## src/dependency_graph_layering_core_macros.svh

```systemverilog
// ----------------------------------------------------------------------------
// dependency graph layering assertion macros
// simulation-only property checks, empty in synthesis
// ----------------------------------------------------------------------------
`ifndef DEPENDENCY_GRAPH_LAYERING_CORE_MACROS_SVH
`define DEPENDENCY_GRAPH_LAYERING_CORE_MACROS_SVH

`ifndef SYNTHESIS
// same-cycle implication under clk_i and rst_ni
`define DGL_ASSERT_IMP(lbl, ante, cons) \
  lbl: assert property (@(posedge clk_i) disable iff (!rst_ni) (ante) |-> (cons)) \
    else $error("dgl assertion failed");
// next-cycle implication under clk_i and rst_ni
`define DGL_ASSERT_NXT(lbl, ante, cons) \
  lbl: assert property (@(posedge clk_i) disable iff (!rst_ni) (ante) |=> (cons)) \
    else $error("dgl assertion failed");
`else
`define DGL_ASSERT_IMP(lbl, ante, cons)
`define DGL_ASSERT_NXT(lbl, ante, cons)
`endif

`endif

```

## src/dgl_pkg.sv

```systemverilog
// ----------------------------------------------------------------------------
// dgl_pkg
// shared types, constants and helpers of the dependency graph layering core
// ----------------------------------------------------------------------------
`timescale 1ns / 1ps

package dgl_pkg;

  localparam int unsigned NumStages = 32;
  localparam int unsigned IdxW      = $clog2(NumStages);
  localparam int unsigned RankW     = 5;

  typedef enum logic [1:0] {
    CMD_ADD_STAGE = 2'd0,
    CMD_ADD_EDGE  = 2'd1,
    CMD_COMPILE   = 2'd2,
    CMD_UNUSED    = 2'd3
  } cmd_e;

  typedef enum logic [1:0] {
    ST_DONE    = 2'd0,
    ST_PRESENT = 2'd1,
    ST_CYCLE   = 2'd2
  } status_e;

  typedef enum logic [2:0] {
    S_IDLE,
    S_EDGE_CHK,
    S_REACH_ISSUE,
    S_REACH_WAIT,
    S_RESULT,
    S_SWEEP,
    S_EMIT
  } state_e;

  typedef logic [NumStages-1:0] row_t;
  typedef logic [IdxW-1:0]      idx_t;

  // index of the lowest set bit, zero when none
  function automatic idx_t lowest_idx(row_t v);
    idx_t r;
    r = '0;
    for (int i = NumStages - 1; i >= 0; i--) begin
      if (v[i]) begin
        r = idx_t'(i);
      end
    end
    return r;
  endfunction

endpackage

```

## src/dgl_if.sv

```systemverilog
// ----------------------------------------------------------------------------
// dgl channel interfaces
// command channel and result channel with valid / ready handshake
// ----------------------------------------------------------------------------
`timescale 1ns / 1ps

interface dgl_in_if;
  logic       valid;
  logic       ready;
  logic [1:0] command;
  logic [4:0] from_stage;
  logic [4:0] to_stage;

  modport source (output valid, command, from_stage, to_stage, input ready);
  modport sink   (input valid, command, from_stage, to_stage, output ready);
endinterface

interface dgl_out_if;
  logic       valid;
  logic       ready;
  logic [1:0] status;
  logic [4:0] stage;
  logic [4:0] rank;
  logic       empty_graph;
  logic       last;

  modport source (output valid, status, stage, rank, empty_graph, last, input ready);
  modport sink   (input valid, status, stage, rank, empty_graph, last, output ready);
endinterface

```

## src/dependency_graph_layering_core.sv

```systemverilog
// ----------------------------------------------------------------------------
// dependency_graph_layering_core
// acyclic stage ordering graph with cycle refusal and rank-ordered compile
// ----------------------------------------------------------------------------
// Items are handled one at a time; the core takes a new item once the previous
// one has been worked off, while its last result may still sit in the output
// register. Adjacency rows live in a 32x32 ram with a registered read port.
// Add stage and the unused command go straight to the result. Add ordering
// reads the row of the source stage and answers a repeated edge without a
// search; otherwise it reads one row per stage visited from the destination
// during the cycle search. Compile peels the graph one rank at a time: each
// rank reads the rows of all stages not yet reported, then reports that rank's
// stages one a cycle while the output is not stalled. Presence bits and a
// per-row written flag are flip-flops cleared by reset; the ram itself needs
// no clearing, since a row never written reads as zero.
// ----------------------------------------------------------------------------
`timescale 1ns / 1ps
`include "dependency_graph_layering_core_macros.svh"

module dependency_graph_layering_core
  import dgl_pkg::*;
(
  input  logic         clk_i,
  input  logic         rst_ni,
  dgl_in_if.sink       in_i,
  dgl_out_if.source    out_o
);

  state_e state_q, state_d;

  row_t    present_q, present_d;
  row_t    written_q, written_d;
  row_t    reach_q, reach_d;
  row_t    visited_q, visited_d;
  row_t    row_q, row_d;
  row_t    pending_q, pending_d;
  row_t    incoming_q, incoming_d;
  row_t    remain_q, remain_d;
  row_t    layer_q, layer_d;
  idx_t    from_q, from_d;
  idx_t    to_q, to_d;
  logic [RankW-1:0] lvl_q, lvl_d;
  status_e res_status_q, res_status_d;
  logic    res_empty_q, res_empty_d;
  logic    rd_vld_q, rd_vld_d;
  logic    rd_ok_q;

  logic             ovld_q, ovld_d;
  logic [1:0]       ostatus_q, ostatus_d;
  logic [IdxW-1:0]  ostage_q, ostage_d;
  logic [RankW-1:0] orank_q, orank_d;
  logic             oempty_q, oempty_d;
  logic             olast_q, olast_d;

  logic  rd_en, wr_en;
  idx_t  rd_addr;
  row_t  rd_data, rd_row, wr_data;
  logic  out_free, in_acc;
  row_t  frontier, layer_rest, remain_rest;
  idx_t  pick;

  assign out_free = !ovld_q || out_o.ready;
  assign in_i.ready = (state_q == S_IDLE);
  assign in_acc = in_i.valid && in_i.ready;

  // a row never written reads as zero
  assign rd_row = rd_ok_q ? rd_data : '0;

  assign frontier    = reach_q & ~visited_q;
  assign pick        = lowest_idx(layer_q);
  assign layer_rest  = layer_q & ~(row_t'(1) << pick);
  assign remain_rest = remain_q & ~(row_t'(1) << pick);

  dgl_ram #(
    .Depth (NumStages),
    .Width (NumStages)
  ) u_rows (
    .clk_i     (clk_i),
    .wr_en_i   (wr_en),
    .wr_addr_i (from_q),
    .wr_data_i (wr_data),
    .rd_en_i   (rd_en),
    .rd_addr_i (rd_addr),
    .rd_data_o (rd_data)
  );

  // next state
  always_comb begin
    state_d = state_q;
    unique case (state_q)
      S_IDLE: begin
        if (in_acc) begin
          unique case (cmd_e'(in_i.command))
            CMD_ADD_EDGE: state_d = S_EDGE_CHK;
            CMD_COMPILE:  state_d = (present_q == '0) ? S_RESULT : S_SWEEP;
            default:      state_d = S_RESULT;
          endcase
        end
      end
      S_EDGE_CHK: state_d = rd_row[to_q] ? S_RESULT : S_REACH_ISSUE;
      S_REACH_ISSUE: begin
        if (reach_q[from_q] || frontier == '0) begin
          state_d = S_RESULT;
        end else begin
          state_d = S_REACH_WAIT;
        end
      end
      S_REACH_WAIT: state_d = S_REACH_ISSUE;
      S_RESULT: begin
        if (out_free) begin
          state_d = S_IDLE;
        end
      end
      S_SWEEP: begin
        if (pending_q == '0 && !rd_vld_q) begin
          state_d = S_EMIT;
        end
      end
      S_EMIT: begin
        if (out_free && layer_rest == '0) begin
          state_d = (remain_rest == '0) ? S_IDLE : S_SWEEP;
        end
      end
      default: state_d = S_IDLE;
    endcase
  end

  // datapath and outputs
  always_comb begin
    present_d    = present_q;
    written_d    = written_q;
    reach_d      = reach_q;
    visited_d    = visited_q;
    row_d        = row_q;
    pending_d    = pending_q;
    incoming_d   = incoming_q;
    remain_d     = remain_q;
    layer_d      = layer_q;
    from_d       = from_q;
    to_d         = to_q;
    lvl_d        = lvl_q;
    res_status_d = res_status_q;
    res_empty_d  = res_empty_q;
    rd_vld_d     = 1'b0;
    rd_en        = 1'b0;
    rd_addr      = from_q;
    wr_en        = 1'b0;
    wr_data      = row_q | (row_t'(1) << to_q);
    ovld_d       = ovld_q && !out_o.ready;
    ostatus_d    = ostatus_q;
    ostage_d     = ostage_q;
    orank_d      = orank_q;
    oempty_d     = oempty_q;
    olast_d      = olast_q;

    unique case (state_q)
      S_IDLE: begin
        if (in_acc) begin
          from_d      = in_i.from_stage;
          to_d        = in_i.to_stage;
          res_empty_d = 1'b0;
          unique case (cmd_e'(in_i.command))
            CMD_ADD_STAGE: begin
              res_status_d = present_q[in_i.from_stage] ? ST_PRESENT : ST_DONE;
              present_d[in_i.from_stage] = 1'b1;
            end
            CMD_ADD_EDGE: begin
              present_d[in_i.from_stage] = 1'b1;
              present_d[in_i.to_stage]   = 1'b1;
              rd_en   = 1'b1;
              rd_addr = in_i.from_stage;
            end
            CMD_COMPILE: begin
              res_status_d = ST_DONE;
              res_empty_d  = 1'b1;
              remain_d     = present_q;
              pending_d    = present_q;
              incoming_d   = '0;
              lvl_d        = '0;
            end
            default: res_status_d = ST_PRESENT;
          endcase
        end
      end
      S_EDGE_CHK: begin
        row_d        = rd_row;
        res_status_d = ST_PRESENT;
        reach_d      = row_t'(1) << to_q;
        visited_d    = '0;
      end
      S_REACH_ISSUE: begin
        if (reach_q[from_q]) begin
          res_status_d = ST_CYCLE;
        end else if (frontier == '0) begin
          res_status_d      = ST_DONE;
          wr_en             = 1'b1;
          written_d[from_q] = 1'b1;
        end else begin
          rd_en     = 1'b1;
          rd_addr   = lowest_idx(frontier);
          visited_d = visited_q | (row_t'(1) << lowest_idx(frontier));
        end
      end
      S_REACH_WAIT: reach_d = reach_q | rd_row;
      S_RESULT: begin
        if (out_free) begin
          ovld_d    = 1'b1;
          ostatus_d = res_status_q;
          ostage_d  = '0;
          orank_d   = '0;
          oempty_d  = res_empty_q;
          olast_d   = 1'b1;
        end
      end
      S_SWEEP: begin
        if (pending_q != '0) begin
          rd_en     = 1'b1;
          rd_addr   = lowest_idx(pending_q);
          pending_d = pending_q & ~(row_t'(1) << lowest_idx(pending_q));
          rd_vld_d  = 1'b1;
        end
        if (rd_vld_q) begin
          incoming_d = incoming_q | rd_row;
        end else if (pending_q == '0) begin
          // stages left with no edge from any remaining stage form this rank
          layer_d = remain_q & ~incoming_q;
        end
      end
      S_EMIT: begin
        if (out_free) begin
          ovld_d    = 1'b1;
          ostatus_d = ST_DONE;
          ostage_d  = pick;
          orank_d   = lvl_q;
          oempty_d  = 1'b0;
          olast_d   = (remain_rest == '0);
          layer_d   = layer_rest;
          remain_d  = remain_rest;
          if (layer_rest == '0) begin
            lvl_d      = lvl_q + RankW'(1);
            pending_d  = remain_rest;
            incoming_d = '0;
          end
        end
      end
      default: ;
    endcase
  end

  always_ff @(posedge clk_i or negedge rst_ni) begin
    if (!rst_ni) begin
      state_q   <= S_IDLE;
      present_q <= '0;
      written_q <= '0;
      rd_vld_q  <= 1'b0;
      ovld_q    <= 1'b0;
    end else begin
      state_q   <= state_d;
      present_q <= present_d;
      written_q <= written_d;
      rd_vld_q  <= rd_vld_d;
      ovld_q    <= ovld_d;
    end
  end

  always_ff @(posedge clk_i) begin
    if (rd_en) begin
      rd_ok_q <= written_q[rd_addr];
    end
  end

  always_ff @(posedge clk_i) begin
    reach_q      <= reach_d;
    visited_q    <= visited_d;
    row_q        <= row_d;
    pending_q    <= pending_d;
    incoming_q   <= incoming_d;
    remain_q     <= remain_d;
    layer_q      <= layer_d;
    from_q       <= from_d;
    to_q         <= to_d;
    lvl_q        <= lvl_d;
    res_status_q <= res_status_d;
    res_empty_q  <= res_empty_d;
    ostatus_q    <= ostatus_d;
    ostage_q     <= ostage_d;
    orank_q      <= orank_d;
    oempty_q     <= oempty_d;
    olast_q      <= olast_d;
  end

  assign out_o.valid       = ovld_q;
  assign out_o.status      = ostatus_q;
  assign out_o.stage       = ostage_q;
  assign out_o.rank        = orank_q;
  assign out_o.empty_graph = oempty_q;
  assign out_o.last        = olast_q;

  `DGL_ASSERT_IMP(a_no_cycle_write, wr_en, !reach_q[from_q] && !row_q[to_q])
  `DGL_ASSERT_IMP(a_layer_nonempty, state_q == S_EMIT, layer_q != '0)
  `DGL_ASSERT_IMP(a_layer_in_remain, state_q == S_EMIT, (layer_q & ~remain_q) == '0)
  `DGL_ASSERT_NXT(a_no_read_overlap, wr_en, !rd_vld_q && state_q == S_RESULT)

endmodule

```

## src/dgl_ram.sv

```systemverilog
// ----------------------------------------------------------------------------
// dgl_ram
// single-port-write, single-port-read synchronous ram with registered read
// ----------------------------------------------------------------------------
`timescale 1ns / 1ps

module dgl_ram #(
  parameter int unsigned Depth = 32,
  parameter int unsigned Width = 32
) (
  input  logic                     clk_i,
  input  logic                     wr_en_i,
  input  logic [$clog2(Depth)-1:0] wr_addr_i,
  input  logic [Width-1:0]         wr_data_i,
  input  logic                     rd_en_i,
  input  logic [$clog2(Depth)-1:0] rd_addr_i,
  output logic [Width-1:0]         rd_data_o
);

  logic [Width-1:0] mem [Depth];

  always_ff @(posedge clk_i) begin
    if (wr_en_i) begin
      mem[wr_addr_i] <= wr_data_i;
    end
  end

  always_ff @(posedge clk_i) begin
    if (rd_en_i) begin
      rd_data_o <= mem[rd_addr_i];
    end
  end

endmodule
```

## src/flat_wrapper.sv

```systemverilog
// flat-port wrapper written by rule: the top's interface ports become plain ports
module dependency_graph_layering_core_flat import dgl_pkg::*;
  (clk_i, rst_ni, in_i_valid, in_i_command, in_i_from_stage, in_i_to_stage, in_i_ready, out_o_valid, out_o_status, out_o_stage, out_o_rank, out_o_empty_graph, out_o_last, out_o_ready);
  dgl_in_if in_i_i ();
  dgl_out_if out_o_i ();
  input  logic clk_i;
  input  logic rst_ni;
  input wire logic [$bits(in_i_i.valid)-1:0] in_i_valid;
  input wire logic [$bits(in_i_i.command)-1:0] in_i_command;
  input wire logic [$bits(in_i_i.from_stage)-1:0] in_i_from_stage;
  input wire logic [$bits(in_i_i.to_stage)-1:0] in_i_to_stage;
  output wire logic [$bits(in_i_i.ready)-1:0] in_i_ready;
  output wire logic [$bits(out_o_i.valid)-1:0] out_o_valid;
  output wire logic [$bits(out_o_i.status)-1:0] out_o_status;
  output wire logic [$bits(out_o_i.stage)-1:0] out_o_stage;
  output wire logic [$bits(out_o_i.rank)-1:0] out_o_rank;
  output wire logic [$bits(out_o_i.empty_graph)-1:0] out_o_empty_graph;
  output wire logic [$bits(out_o_i.last)-1:0] out_o_last;
  input wire logic [$bits(out_o_i.ready)-1:0] out_o_ready;
  assign in_i_i.valid = in_i_valid;
  assign in_i_i.command = in_i_command;
  assign in_i_i.from_stage = in_i_from_stage;
  assign in_i_i.to_stage = in_i_to_stage;
  assign in_i_ready = in_i_i.ready;
  assign out_o_valid = out_o_i.valid;
  assign out_o_status = out_o_i.status;
  assign out_o_stage = out_o_i.stage;
  assign out_o_rank = out_o_i.rank;
  assign out_o_empty_graph = out_o_i.empty_graph;
  assign out_o_last = out_o_i.last;
  assign out_o_i.ready = out_o_ready;
  dependency_graph_layering_core u_core (.clk_i(clk_i), .rst_ni(rst_ni), .in_i(in_i_i), .out_o(out_o_i));
endmodule
```

## config.mk

```make
export PLATFORM = sky130hd
export DESIGN_NAME = dependency_graph_layering_core_flat
export DESIGN_NICKNAME = d
export VERILOG_FILES = /design/src/dgl_pkg.sv /design/src/dgl_if.sv /design/src/dependency_graph_layering_core.sv /design/src/dgl_ram.sv /design/src/flat_wrapper.sv
export VERILOG_INCLUDE_DIRS = /design/src /design/src/src
export SDC_FILE = /design/constraint.sdc
export NUM_CORES = 2
export LEC_CHECK = 0
export BUFFER_PORTS_ARGS = -buffer_cell sky130_fd_sc_hd__buf_4
export CAP_MARGIN = 0
export CORE_MARGIN = 5
export CORE_UTILIZATION = 44
export CTS_BUF_LIST = sky130_fd_sc_hd__clkbuf_8 sky130_fd_sc_hd__clkbuf_16
export CTS_CLUSTER_DIAMETER = 150
export CTS_CLUSTER_SIZE = 10
export DETAILED_ROUTE_END_ITERATION = 8
export GPL_ROUTABILITY_DRIVEN = 0
export SETUP_SLACK_MARGIN = 0.4
export SYNTH_ARGS = -nofsm -noshare
export SYNTH_HDL_FRONTEND = slang
export SYNTH_SLANG_ARGS = --single-unit
```

## constraint.sdc

```tcl
create_clock -name clk_i -period 5.1 [get_ports clk_i]
set_clock_uncertainty 0.1 [all_clocks]
set_input_delay 0.51 -clock clk_i [delete_from_list [all_inputs] [get_ports clk_i]]
set_output_delay 0.51 -clock clk_i [all_outputs]
set_load 0.05 [all_outputs]
```

==> impl_results.md <==
- Post-DP HPWL: 108000 µm
- DRT Wirelength: 169000 µm
- Dpl ws: 0.0997 ns
- WL/cell: 27.8 µm
- #FFs+latches synth: 1382
- Worst EP required: 5.54 ns
- Reg clk slew, reported paths: 0.07 ns
- Critical path class: reg2reg
- Post-route antenna net violation count: 0
- Drt drc: 0
- Endpoints failing hold: 0
- DIE AREA: 140000 µm²
- Clk_lat worst skew: 0.79 ns
- Fin Hold WS: 0.0831 ns
- Worst VDD drop: 0.000389 V
- Area after DPL: 61900 µm²
- Initial antenna violation count: 6
- Slew Limit Fails: 0
- Layout area overhead: 14.0%
- Mapped Nets: 4122
- Netlist cell types: 96
- Synthesis Warnings: 0
- Mapped Area: 58400 µm²
- Synth top area share: 67.5%
- Fraction of layout cells with a size suffix above 1: 14.4%
- Most frequent cells in the layout: edfxtp_1, nand2_1, mux2i_1, a21oi_1, buf_4
- Final worst setup slack: 0.472 ns
- Initial core utilization: 44.4%
- Htree depth: 4
- Clock tree root buffer cell: clkbuf_16
- PwrDens: 544 nW/µm²
- Initial DRC Count: 3977
- DRT Pass-1 Iters: 5
- Port buffer count: 31
- Fin crit share: 90.7%
- CTS Buf Count: 156
- CTS tree: built
- Yosys top cell by area: edfxtp_1
- Predominant post-synthesis flop cell: edfxtp_1
- Max cap viols: 0
- Startpoint types: flip-flop
- Die Height: 374 µm
- First-pass GRT wire length: 246000 µm
- GRT Overall Usage: 23.5%
- Core area: 132000 µm²
- Max Fanout on Critical Path: 32
- Vias in the first global route: 35700
- Critical Path End Type: flip-flop
- I/O pin count: 32
- Post-route minimum period: 4.63 ns
- Final setup viols: 0
- Tightest Pin Transition: 1.29 ns
- FFs w/ async S/R, synth: 4.99%
- Worst EP arrival: 5.06 ns
- Status: completed
- Syn_area_per_cell: 14.2 µm²
- EDFF count, synth: 1313
- Leakage: 0.0230 µW
- Routed vias/inst: 6.09
- Synth top area cells: edfxtp_1, mux2i_1, dfrtp_1
- Fin Setup TNS: 0 ns
- Rows: 133
- Register area share after synthesis: 70.5%
- RSZ-0062 raised after global routing: no
- Final nets: 4292
- Vias: 37000
- Worst min path class: in2reg
- Fillers: 11100
- Clock sinks: 1382
- Die W: 374 µm
- Most common cell after layout, fill and taps aside: edfxtp_1
- Largest net degree at the start of global routing: 78
- FMAX: 216 MHz
- Post-Route Utilization: 50.6%
- Relative slew slack: 14.3%
- Max clock buf depth: 3
- Grt total ovfl: 0
- Final Cell Area: 66600 µm²
- Cells after Synth: 4102
[report_power, final]
part / total [µW] / switching [µW] / internal [µW]
Combinational: 11800 / 7460 / 4300
Sequential: 14500 / 803 / 13700
Clock: 9930 / 4430 / 5500
[cells in the mapped netlist, drive strengths merged (57+ instances only)]
library cell / instances
edfxtp: 1313
nand2: 422
mux2i: 285
a21oi: 219
nor2: 164
o21ai: 152
clkbuf: 135
o22ai: 106
buf: 94
o211ai: 91
nand3: 77
a211oi: 76
dfrtp: 69
nor4: 67
mux2: 66
nand2b: 63
a21o: 57
[cell families (layout without fill, tap and decap cells)]
| family | Yosys count | in the layout | synth area share, % |
|---|---|---|---|
| AO/OA/AOI/OAI | 931 | 931 | 10.4 |
| XOR/XNOR | 3 | 3 | 0.0450 |
| adder cells (fa/ha/maj) | 4 | 4 | 0.0857 |
| buffers and inverters | 258 | 482 | 2.16 |
| flip-flops | 1382 | 1382 | 70.5 |
| multiplexers | 370 | 370 | 6.89 |
| other | 0 | 1 | 0 |
| AND/OR/NAND/NOR | 1154 | 1154 | 9.99 |
[per-layer routing]
metal	GRT usage, %	part of all wire (%)	up-vias
met4	9.00	4.1	2
met1	31.8	41	18800
met2	37.8	47	1611
li1	-	-	16200
met3	4.64	7.7	364
met5	0	0.011	-
[critical path: stages, from the launching register on]
cell and delay, ns:
edfxtp_1 0.49, buf_4 0.19, mux2i_1 0.23, o22ai_1 0.13
nor4_1 0.36, o22ai_2 0.21, or4b_4 0.61, a41oi_4 0.24
buf_12 0.19, buf_12 0.23, mux2_2 0.37, a22oi_1 0.18
o211ai_1 0.13, nor4_1 0.63, a31oi_1 0.08
[sequential cells by signal (all words and copies together) (netlist names), 2 cells and up]
name / count
u_core.u_rows.mem: 1024
u_core.incoming_q: 32
u_core.layer_q: 32
u_core.pending_q: 32
u_core.present_q: 32
u_core.reach_q: 32
u_core.remain_q: 32
u_core.row_q: 32
u_core.u_rows.rd_data_o: 32
u_core.visited_q: 32
u_core.written_q: 32
u_core.from_q: 5
u_core.lvl_q: 5
u_core.out_o.rank: 5
u_core.out_o.stage: 5
u_core.to_q: 5
u_core.state_q: 3
u_core.out_o.status: 2
u_core.res_status_q: 2
[worst paths after layout]
path	from	to	slack (ns)	cells after the start
min reg2reg	u_core.written_q[8]	u_core.written_q[8]	0.36	1
max in group asynchronous	rst_ni	u_core.written_q[27]	3.73	3
max reg2reg	u_core.from_q[0]	u_core.u_rows.rd_data_o[23]	0.47	14
min	out_o_ready	u_core.out_o.valid	0.08	3
min in group asynchronous	rst_ni	u_core.out_o.valid	0.10	2
max	u_core.from_q[0]	u_core.u_rows.rd_data_o[23]	0.47	14
[through the flow]
step                cells  power [µW]
global route         6081       37600
CTS                  6070       36200
floorplan            4102       21800
global placement     5845       26100
finish               6082       36200
detailed placement   5845       26200
[final cells by class]
type	count	area (µm²)	share of cell area, %
antenna	1	2.50	0.00376
clock inverter	56	487	0.731
sequential	1382	41200	61.8
clock buffer	156	3900	5.86
inverter	29	109	0.163
tap	1755	2200	3.30
timing repair buffer	241	2280	3.42
multi-input combinational	2462	16500	24.7
[what timing repair did]
| action | CTS | global route |
|---|---|---|
| hold buffers | 11 | 0 |
| setup buffers | 2 | 11 |
| resized for setup | 3 | 21 |
| endpoints found under the hold margin | 35 | 0 |
| setup endpoints to repair | 31 | 32 |
| pin swaps | 1 | 4 |
Note: power is estimated with default switching activity, not from simulation.
